## config.mk

```make
export PLATFORM = sky130hd
export DESIGN_NAME = ring_fifo_with_overwrite_top
export DESIGN_NICKNAME = d
export VERILOG_FILES = /design/src/rfifo_pkg.sv /design/src/rfifo_ram.sv /design/src/ring_fifo_with_overwrite_top.sv
export SDC_FILE = /design/constraint.sdc
export NUM_CORES = 1
export LEC_CHECK = 0
export BUFFER_PORTS_ARGS = -buffer_cell sky130_fd_sc_hd__buf_2
export CORE_UTILIZATION = 65
export DETAILED_ROUTE_END_ITERATION = 6
export GPL_ROUTABILITY_DRIVEN = 1
export PLACE_DENSITY = 0.84
export SYNTH_ARGS = -nofsm -noshare
export SYNTH_HDL_FRONTEND = slang
export SYNTH_SLANG_ARGS = --single-unit
```

## constraint.sdc

```tcl
create_clock -name clk -period 9.45 [get_ports clk]
set_input_delay 0.4725 -clock clk [delete_from_list [all_inputs] [get_ports clk]]
set_output_delay 0.4725 -clock clk [all_outputs]
set_load 0.005 [all_outputs]
```

## src/rfifo_pkg.sv

```systemverilog
// ----------------------------------------------------------------------------
// rfifo_pkg
// shared types and constants for the ring fifo with overwriting push
// ----------------------------------------------------------------------------
`default_nettype none

package rfifo_pkg;

	localparam int DEPTH     = 16;
	localparam int WORD_BITS = 8;
	localparam int IDX_BITS  = $clog2(DEPTH);
	localparam int CNT_BITS  = 5;

	// operation codes
	localparam logic [2:0] MODE_PUSH    = 3'd0;
	localparam logic [2:0] MODE_PUSH_OW = 3'd1;
	localparam logic [2:0] MODE_GET     = 3'd2;
	localparam logic [2:0] MODE_POP     = 3'd3;
	localparam logic [2:0] MODE_FLUSH   = 3'd4;

	// status codes
	localparam logic [1:0] STAT_OK    = 2'd0;
	localparam logic [1:0] STAT_EMPTY = 2'd1;
	localparam logic [1:0] STAT_FULL  = 2'd2;
	localparam logic [1:0] STAT_OVWR  = 2'd3;

	typedef struct packed {
		logic [2:0]           mode;
		logic [WORD_BITS-1:0] data_in;
	} in_item_t;

	typedef struct packed {
		logic [WORD_BITS-1:0] data_out;
		logic [1:0]           status;
		logic [CNT_BITS-1:0]  count;
		logic                 is_empty;
		logic                 is_full;
	} out_item_t;

endpackage

`default_nettype wire

```

## src/rfifo_ram.sv

```systemverilog
// ----------------------------------------------------------------------------
// rfifo_ram
// simple dual-port ram, one write and one read port, registered read data
// ----------------------------------------------------------------------------
`default_nettype none

module rfifo_ram #(
	parameter int WIDTH = 8,
	parameter int DEPTH = 16
) (
	input  wire logic                     clk,
	input  wire logic                     we,
	input  wire logic [$clog2(DEPTH)-1:0] waddr,
	input  wire logic [WIDTH-1:0]         wdata,
	input  wire logic                     re,
	input  wire logic [$clog2(DEPTH)-1:0] raddr,
	output logic      [WIDTH-1:0]         rdata
);

	logic [WIDTH-1:0] mem_q [DEPTH];

	always_ff @(posedge clk) begin
		if (we) begin
			mem_q[waddr] <= wdata;
		end
		if (re) begin
			rdata <= mem_q[raddr];
		end
	end

endmodule

`default_nettype wire

```

## src/ring_fifo_with_overwrite_top.sv

```systemverilog
// ----------------------------------------------------------------------------
// ring_fifo_with_overwrite_top
// ring buffer fifo with selectable capacity, overwriting push and lifo pop
// ----------------------------------------------------------------------------
// usage:
//   in channel (in_valid/in_ready/in_item) carries one operation per item:
//   push, push with overwrite, get oldest, pop newest or flush.
//   out channel (out_valid/out_ready/out_item) returns exactly one result
//   per item: word taken, status, count after the operation, empty/full.
//   cfg_wr_en/cfg_wr_data set the capacity in use (0 acts as 1, above 16
//   acts as 16) and empty the queue; write only while the block is idle.
// sequencing:
//   push, flush, unused codes and a get/pop on an empty queue: result is
//   in the output register in the cycle after acceptance.
//   get/pop on a non-empty queue: the storage ram registers the read
//   data, then the ST_READ state copies it into the output register.
//   one item is in flight at a time; a new item is accepted once the
//   output register is empty or being drained.
// reset: pointers and count clear, capacity returns to 16; ram contents
//   are left as they are.
// stall: while out_ready is low the result holds and in_ready stays low.
// ----------------------------------------------------------------------------
`default_nettype none

module ring_fifo_with_overwrite_top (
	input  wire logic                clk,
	input  wire logic                arst_n,
	input  wire logic                cfg_wr_en,
	input  wire logic [4:0]          cfg_wr_data,
	input  wire logic                in_valid,
	output logic                     in_ready,
	input  wire rfifo_pkg::in_item_t in_item,
	output logic                     out_valid,
	input  wire logic                out_ready,
	output rfifo_pkg::out_item_t     out_item
);

	import rfifo_pkg::*;

	// sequencer states
	localparam logic ST_IDLE = 1'b0;
	localparam logic ST_READ = 1'b1;

	logic                state_q;
	logic [CNT_BITS-1:0] cap_q;
	logic [IDX_BITS-1:0] head_q;
	logic [IDX_BITS-1:0] tail_q;
	logic [CNT_BITS-1:0] cnt_q;
	logic                out_valid_q;
	out_item_t           out_q;

	// effective capacity after clamping
	logic [CNT_BITS-1:0] cap_eff;
	logic [IDX_BITS-1:0] cap_last;

	// next-state values for the accepted item
	logic [IDX_BITS-1:0]  head_d;
	logic [IDX_BITS-1:0]  tail_d;
	logic [CNT_BITS-1:0]  cnt_d;
	logic [1:0]           stat_d;
	logic                 do_read;
	logic [IDX_BITS-1:0]  rd_addr;
	logic                 do_write;
	logic [WORD_BITS-1:0] rd_data;
	logic                 accept;
	logic                 full;
	logic                 empty;

	always_comb begin
		priority if (cap_q == '0) begin
			cap_eff = CNT_BITS'(1);
		end else if (cap_q > CNT_BITS'(DEPTH)) begin
			cap_eff = CNT_BITS'(DEPTH);
		end else begin
			cap_eff = cap_q;
		end
	end

	assign cap_last = IDX_BITS'(cap_eff - CNT_BITS'(1));

	// advance one slot with wrap at the capacity in use
	function automatic logic [IDX_BITS-1:0] ring_inc(
		input logic [IDX_BITS-1:0] idx,
		input logic [CNT_BITS-1:0] cap
	);
		logic [CNT_BITS-1:0] nxt;
		nxt = CNT_BITS'(idx) + CNT_BITS'(1);
		return (nxt >= cap) ? '0 : IDX_BITS'(nxt);
	endfunction

	assign full   = (cnt_q >= cap_eff);
	assign empty  = (cnt_q == '0);
	assign accept = in_valid && in_ready;

	// an item is taken only when nothing is in flight and the result slot frees up
	assign in_ready = (state_q == ST_IDLE) && (!out_valid_q || out_ready);

	always_comb begin
		head_d   = head_q;
		tail_d   = tail_q;
		cnt_d    = cnt_q;
		stat_d   = STAT_OK;
		do_read  = 1'b0;
		do_write = 1'b0;
		rd_addr  = head_q;
		unique case (in_item.mode)
			MODE_PUSH: begin
				if (full) begin
					stat_d = STAT_FULL;
				end else begin
					do_write = 1'b1;
					tail_d   = ring_inc(tail_q, cap_eff);
					cnt_d    = cnt_q + CNT_BITS'(1);
				end
			end
			MODE_PUSH_OW: begin
				// when full the tail slot is the oldest entry, so head moves along
				do_write = 1'b1;
				tail_d   = ring_inc(tail_q, cap_eff);
				if (full) begin
					head_d = ring_inc(head_q, cap_eff);
					stat_d = STAT_OVWR;
				end else begin
					cnt_d = cnt_q + CNT_BITS'(1);
				end
			end
			MODE_GET: begin
				if (empty) begin
					stat_d = STAT_EMPTY;
				end else begin
					do_read = 1'b1;
					rd_addr = head_q;
					head_d  = ring_inc(head_q, cap_eff);
					cnt_d   = cnt_q - CNT_BITS'(1);
				end
			end
			MODE_POP: begin
				// tail steps back with wrap, then that slot is read
				if (empty) begin
					stat_d = STAT_EMPTY;
				end else begin
					do_read = 1'b1;
					tail_d  = (tail_q == '0) ? cap_last : tail_q - IDX_BITS'(1);
					rd_addr = tail_d;
					cnt_d   = cnt_q - CNT_BITS'(1);
				end
			end
			MODE_FLUSH: begin
				head_d = tail_q;
				cnt_d  = '0;
			end
			default: begin
				// unused codes leave the queue untouched
			end
		endcase
	end

	// storage: writes and reads are issued only at acceptance, one item at a time,
	// so a read never overlaps a write to the same entry
	rfifo_ram #(
		.WIDTH(WORD_BITS),
		.DEPTH(DEPTH)
	) u_ram (
		.clk  (clk),
		.we   (accept && do_write),
		.waddr(tail_q),
		.wdata(in_item.data_in),
		.re   (accept && do_read),
		.raddr(rd_addr),
		.rdata(rd_data)
	);

	// control and pointers
	always_ff @(posedge clk or negedge arst_n) begin
		if (!arst_n) begin
			state_q     <= ST_IDLE;
			cap_q       <= CNT_BITS'(DEPTH);
			head_q      <= '0;
			tail_q      <= '0;
			cnt_q       <= '0;
			out_valid_q <= 1'b0;
		end else begin
			if (cfg_wr_en) begin
				// new ring size: empty the queue so both pointers stay inside it
				cap_q  <= cfg_wr_data;
				head_q <= '0;
				tail_q <= '0;
				cnt_q  <= '0;
			end else if (accept) begin
				head_q <= head_d;
				tail_q <= tail_d;
				cnt_q  <= cnt_d;
			end
			unique case (state_q)
				ST_IDLE: begin
					if (accept) begin
						out_valid_q <= !do_read;
						state_q     <= do_read ? ST_READ : ST_IDLE;
					end else if (out_ready) begin
						out_valid_q <= 1'b0;
					end
				end
				ST_READ: begin
					// ram data is back: result complete
					out_valid_q <= 1'b1;
					state_q     <= ST_IDLE;
				end
				default: begin
					state_q <= ST_IDLE;
				end
			endcase
		end
	end

	// result register, payload only
	always_ff @(posedge clk) begin
		if (accept) begin
			out_q.data_out <= '0;
			out_q.status   <= stat_d;
			out_q.count    <= cnt_d;
			out_q.is_empty <= (cnt_d == '0);
			out_q.is_full  <= (cnt_d >= cap_eff);
		end else if (state_q == ST_READ) begin
			out_q.data_out <= rd_data;
		end
	end

	assign out_valid = out_valid_q;
	assign out_item  = out_q;

	// count never goes past the ring in use
	a_cnt_in_range: assert property (@(posedge clk) disable iff (!arst_n)
		cnt_q <= cap_eff)
		else $error("fill count above capacity");

	// both pointers stay inside the ring
	a_ptr_in_range: assert property (@(posedge clk) disable iff (!arst_n)
		(CNT_BITS'(head_q) < cap_eff) && (CNT_BITS'(tail_q) < cap_eff))
		else $error("pointer outside ring");

	// a read in flight never shows a result before its data arrives
	a_read_hides_result: assert property (@(posedge clk) disable iff (!arst_n)
		(state_q == ST_READ) |-> (!out_valid_q && !in_ready))
		else $error("result visible while read pending");

	// an accepted get or pop on a non-empty queue goes to ST_READ to wait for the ram
	a_read_then_wait: assert property (@(posedge clk) disable iff (!arst_n)
		(accept && do_read) |=> (state_q == ST_READ))
		else $error("read did not wait for ram data");

	// a read completes into a valid result in the next cycle
	a_read_completes: assert property (@(posedge clk) disable iff (!arst_n)
		(state_q == ST_READ) |=> (out_valid_q && state_q == ST_IDLE))
		else $error("read result not delivered");

endmodule

`default_nettype wire
```

==> metrics.cfg, run 1 <==
[layout]
nNetsFinal=589
drive_gt1_share_pct=20.61
final_cells=696
area_growth_pct=11.68
fillCellCount=666
n_antenna_cell=0

[route]
num_vias=4704
drt_iter0_drc=420
ant_nets=0
first_pass_iters=7
wl_per_cell_um=24.48
drc=8
via_per_inst=6.759
finalWirelength_um=17040

[floorplan]
io_pins=40
die_w_um=112.1
die_h_um=112.1
start_util_pct=67.82
num_rows=39
core_region_area_um2=11610
die_area_um2=12560

[placement]
place.gp.congestion=0.9032
hpwl_um=10590
io_buffers=39
placed_cells=663

[clock_network]
cts.reportedPaths.clkPinSlew_ns=0.06
cts_made_buffers=17
post_cts_buffers=0
htreeDepth=4
hold_buffers=0
cts-root-buf=clkbuf_16
clockBufferDepth=2
cts.repair.resized=0
tritoncts=built
cts.sink_count=173
clk-insertion-delay-late_ns=0.43

[timing]
post-route-min-period_ns=4.302
final-setup-viol-count=0
fin_setup_tns_ns=0
rsz0062_at_grt=false
drv_slew=0
worstMarginPinSlew_ns=1.246
finalCritPeriodShare_pct=45.52
skew_ns=0.009552
maxSlewHeadroom_pct=15.18
fmax_mhz=232.4
final_hold_viol_count=0

[synthesis]
yosys_most_used_dff=edfxtp_1
ys_async_sr_fraction_pct=11.56
ys_warn_count=0
synth_fp_nets=549
synth_seq_cells=173
synth.distinct_cells=61
ys_seq_area_share_pct=63.69
syn_area_per_cell_um2=15.75
syn_area_um2=7876
synth-edff-count=145
synthCells=500

[power]
power.net_switching_mw=0.4549
power.internal_mw=1.372
peakVddDrop_uv=198.4
power-per-cell-area_nw_per_um2=207.7
swShare_pct=24.90
clkPwrFrac_pct=39.5
seqPwrFrac_pct=47.4
combPwrFrac_pct=13.1
p_leak_nw=3.347

[critical_path]
start_kind=flop
cp_cell_sequence=nor3_1, nor2_1, nor2_1, ha_1, nand2b_1, a21o_1, a211o_1, a21oi_1, o211a_1, nand2_1, nor3_1
rr_worst_depth=11
critPathRequiredTime_ns=9.49
crit_family=simple AND/OR/NAND/NOR gates
max_stage_delay_ns=0.94
path_class=reg -> reg
worst-path-stages=11
crit_slowest_cell=nor3_1
crit_fanout=8
end_kind=flop
crit_arrival_ns=4.34
cp.buffers_inverters=0

[global_routing]
grt_pass1_wl_um=26480
grt_overflow=0
track_usage_pct=29.19
antenna_found_initial=0
grt_max_degree=33
first_global_vias=4574

[status]
status=complete, but fails checks
violations=design-rule violations

[flow_run]
drv_cap=0

[min_path]
min_path_type=in -> async

[worst register-to-register path, delay by kind of cell (launching register included)]
kind	cells	cell delay, ns
simple gates	6	1.92
flops	1	0.40
fa+ha+maj	1	0.31
compound gates	4	1.27
[state kept, by name (all words and copies together), names as in the netlist]
signal	count
u_ram.mem_q	128
out_item	17
u_ram.rdata	8
cap_q	5
cnt_q	5
head_q	4
tail_q	4
out_valid	1
state_q	1
[final timing paths]
kind	from	endpoint	slack (ns)
min in group clk	cfg_wr_data[4]	cap_q[4]	0.26
worst min-delay path	arst_n	cap_q[0]	0.01
worst min register to register	out_item[13]	out_item[13]	0.50
worst max register to register	cap_q[1]	u_ram.mem_q[3][4]	5.15
max in group asynchronous	arst_n	cap_q[4]	9.07
worst max-delay path	cap_q[1]	u_ram.mem_q[3][4]	5.15
[synthesized netlist by cell type (2+ instances only)]
cell type / n / area (um2)
mux4_1: 11 / 289.0
dfxtp_1: 8 / 160.2
o21a_1: 6 / 45.04
a2111oi_2: 2 / 30.03
nor3_1: 7 / 35.03
o22ai_1: 2 / 12.51
o21ai_0: 9 / 45.04
buf_2: 4 / 20.02
mux2_2: 6 / 67.56
xor2_1: 3 / 26.28
a21oi_1: 15 / 75.07
a211o_1: 2 / 17.52
and3_1: 2 / 12.51
buf_6: 3 / 33.78
a311oi_1: 2 / 17.52
xnor2_1: 5 / 43.79
nand2b_1: 14 / 87.58
dfrtp_1: 19 / 475.5
mux2i_2: 2 / 27.53
and2_1: 2 / 12.51
buf_1: 3 / 11.26
o211a_1: 2 / 20.02
clkbuf_1: 10 / 37.54
nor2b_1: 2 / 12.51
nor2_1: 41 / 153.9
a21o_1: 4 / 30.03
nand3_1: 3 / 15.01
edfxtp_1: 145 / 4354
o21ba_2: 2 / 20.02
a211oi_1: 10 / 75.07
a31oi_1: 2 / 12.51
inv_1: 15 / 56.30
a32oi_1: 3 / 26.28
a41oi_1: 2 / 17.52
mux4_2: 21 / 473.0
mux2i_1: 35 / 350.3
ha_1: 28 / 350.3
nand2_1: 25 / 93.84
[power groups by stage]
stage | clock network (mW) | logic [mW] | registers [mW]
detailed placement | 0 | 0.231 | 0.882
floorplan | 0 | 0.172 | 0.875
CTS | 0.729 | 0.235 | 0.866
finish | 0.722 | 0.239 | 0.866
global route | 0.758 | 0.259 | 0.868
global placement | 0 | 0.222 | 0.881
[per-layer routing]
metal,up-vias,track usage (%),wire length (um)
li1,2048,-,-
met1,2310,42.04,7095
met2,301,45.26,8012
met3,45,5.778,1509
met4,0,10.49,418
met5,-,0,0
[cell families (layout without fill, tap and decap cells)]
| logic type | Yosys count | after routing | share of synthesized area [%] |
|---|---|---|---|
| AO/OA/AOI/OAI | 77 | 77 | 7.292 |
| flip-flops | 173 | 173 | 63.69 |
| buffers and inverters | 36 | 89 | 2.113 |
| XOR/XNOR | 8 | 8 | 0.8896 |
| AND/OR/NAND/NOR | 103 | 103 | 6.243 |
| adder cells (fa/ha/maj) | 28 | 28 | 4.448 |
| multiplexers | 75 | 75 | 15.33 |
[cell usage in the layout (no fill, tap or decap), types with 3 or more instances in the layout]
cell type  instances
dfxtp_1            8
nand3_1            3
dfrtp_1           19
buf_2             40
nand2_1           25
a21oi_1           15
a32oi_1            3
mux4_2            21
bufinv_16          3
inv_1             15
clkbuf_16         17
clkinv_4           4
mux2_2             6
o21ai_0            9
edfxtp_1         145
nor2_1            41
mux4_1            11
xor2_1             3
o21a_1             6
a21o_1             4
nand2b_1          14
nor3_1             7
a211oi_1          10
ha_1              28
xnor2_1            5
mux2i_1           34
[final cells by class]
class / instances / area, um2 / share of cell area, %
multi-input combinational: 291 / 2714 / 30.85
clock inverter: 14 / 186.4 / 2.119
inverter: 15 / 56.30 / 0.6401
sequential: 173 / 5016 / 57.03
timing repair buffer: 42 / 215.2 / 2.447
tap: 143 / 178.9 / 2.034
clock buffer: 18 / 429.2 / 4.879
[through the flow]
| stage | hold WS, ns | setup slack, ns | power, mW | cell area [um2] | util, % |
|---|---|---|---|---|---|
| floorplan | 0.1769 | 5.796 | 1.047 | 7876 | - |
| global placement | 0.4613 | 5.141 | 1.103 | 8175 | 70.39 |
| detailed placement | 0.4773 | 5.039 | 1.112 | 8175 | 70.39 |
| CTS | 0.02229 | 4.990 | 1.829 | 8791 | 75.69 |
| global route | 0.04355 | 4.785 | 1.885 | 8796 | 75.74 |
| finish | 0.01426 | 5.148 | 1.827 | 8796 | 75.74 |
Note: power is estimated with default switching activity, not from simulation.
==> inputs of run 2 (changes only) <==
- CORE_UTILIZATION: 65 -> 55
- PLACE_DENSITY: 0.84 -> 0.76
- clock period: 9.45 -> 3.64 ns (I/O delays scaled with it)
==> run 2 against run 1 <==
  * The run now ends clean
  * Maximum frequency grew 23%
  * Via count shrank 0.23%
  * Combinational power grew to 3.1 times the previous value
  * Cell area grew 5.8%
  * Critical path type unchanged
==> metrics.cfg, run 2 (synthesis gave the netlist of run 1 again) <==
[status]
status=finished clean

[critical_path]
start_kind=flop
timing.rr.end=out_item[0]
path_class=reg -> reg
cp_cell_sequence=nor3_2, nor2_1, nor2_2, ha_1, nand2b_4, a21o_1, a211o_1, buf_4, a31oi_1, o211a_1, inv_1, ha_1, nand2b_4, a21o_1, a21oi_2, nor2b_1, o21ai_1, nand2b_1
cp.buffers_inverters=2
critPathRequiredTime_ns=3.83
crit_slowest_cell=dfrtp_1
crit_fanout=7
r2r_start=cap_q[3]
crit_arrival_ns=3.67
end_kind=flop
worst-path-stages=18
max_stage_delay_ns=0.41
rr_worst_depth=18
r2r_slack_ns=0.15
setup.worst_path.end=out_item[0]
crit_family=compound AO/OA/AOI/OAI gates
startpoint=cap_q[3]

[timing]
finalCritPeriodShare_pct=95.75
skew_ns=0.01131
worst_slack_ns=0.1545
fmax_mhz=286.9
drv_slew=0
post-route-min-period_ns=3.485
worstMarginPinSlew_ns=0.7234
maxSlewHeadroom_pct=51.26
hold_slack_ns=0.08143
rsz0062_at_grt=true
final_hold_viol_count=0
fin_setup_tns_ns=0
final-setup-viol-count=0

[layout]
layout_commonest_cell=edfxtp_1
post-route-util_pct=66.80
area_growth_pct=18.17
largest_reg_flops=128
final_cell_mix=edfxtp_1 (145), buf_4 (47), nor2_1 (40)
drive_gt1_share_pct=27.51
nNetsFinal=643
n_antenna_cell=0
regMostFlops=u_ram.mem_q

[clock_network]
clockBufferDepth=2
clk-insertion-delay-late_ns=0.43
cts.reportedPaths.clkPinSlew_ns=0.07
tritoncts=built
cts-root-buf=clkbuf_16
cts_made_buffers=17
htreeDepth=4
cts.sink_count=173

[power]
power.internal_mw=3.511
combPwrFrac_pct=15.7
power-per-cell-area_nw_per_um2=506.9
swShare_pct=25.59
clkPwrFrac_pct=36.9
power.net_switching_mw=1.208
peakVddDrop_uv=355.6
p_leak_nw=3.628
power_mw=4.718
seqPwrFrac_pct=47.4

[floorplan]
die_h_um=121.7
start_util_pct=56.52
core_region_area_um2=13930
die_w_um=121.7
io_pins=40
num_rows=43
die_area_um2=14800

[placement]
hpwl_um=10550
io_buffers=39
place.gp.congestion=0.9196
place_ws_ns=-0.05910

[route]
drt_iter0_drc=423
via_per_inst=5.963
wl_per_cell_um=21.00
finalWirelength_um=16530
ant_nets=0
first_pass_iters=5
num_vias=4693
drc=0

[flow_run]
drv_cap=0

[global_routing]
first_global_vias=4705
antenna_found_initial=0
grt_max_degree=33
grt_overflow=0
track_usage_pct=24.09
grt_pass1_wl_um=25600

[min_path]
min_path_type=in -> reg

## run 2: worst min-delay path by stage
stage | startpoint | endpoint | cells after the start
4_1_cts | out_ready | out_valid | 4
5_1_grt | out_ready | out_valid | 4
2_1_floorplan | arst_n | cap_q[0] | 0
3_3_place_gp | arst_n | cap_q[0] | 1
6_report | out_ready | out_valid | 4
3_5_place_dp | arst_n | cap_q[0] | 1
## run 2: power by group through the flow
| stage | sequential (mW) | combinational [mW] | clock, mW |
|---|---|---|---|
| global placement | 2.27 | 0.682 | 0 |
| detailed placement | 2.28 | 0.698 | 0 |
| finish | 2.24 | 0.742 | 1.74 |
| floorplan | 2.27 | 0.448 | 0 |
| CTS | 2.23 | 0.714 | 1.76 |
| global route | 2.24 | 0.809 | 1.84 |
## run 2: tightest hold or removal path: cells and delay by family
family | cells | cell delay [ns]
AO/OA/AOI/OAI | 1 | 0.08
buffers and inverters | 2 | 0.14
AND/OR/NAND/NOR | 1 | 0.08
## run 2: final cells by class
cell class,instances,area (um2)
clock buffer,19,432.9
clock inverter,13,136.4
fill,916,4627
inverter,15,56.30
multi-input combinational,291,2763
sequential,173,5016
tap,180,225.2
timing repair buffer,96,678.2
## run 2: what timing repair did
| item | in CTS | in global routing |
|---|---|---|
| pin swaps | 0 | 12 |
| endpoints found under the setup margin | 1 | 1 |
| gates resized for setup | 2 | 6 |
| hold endpoints to repair | 25 | 0 |
| buffers inserted | 0 | 3 |
| hold buffers | 7 | 0 |
## run 2: per-layer routing
| layer | part of all wire (%) | wire length (um) | vias to the layer above | global-route usage, % |
|---|---|---|---|---|
| li1 | - | - | 2153 | - |
| met1 | 44 | 7198 | 2333 | 33.39 |
| met2 | 48 | 7922 | 176 | 37.93 |
| met3 | 6.4 | 1058 | 31 | 4.073 |
| met4 | 2.1 | 346 | 0 | 10.19 |
| met5 | 0 | 0 | - | 0 |
## run 2: stage by stage
| stage | area [um2] | std cells |
|---|---|---|
| floorplan | 7880 | 500 |
| global placement | 8601 | 745 |
| detailed placement | 8601 | 745 |
| CTS | 9250 | 784 |
| global route | 9308 | 787 |
| finish | 9308 | 787 |
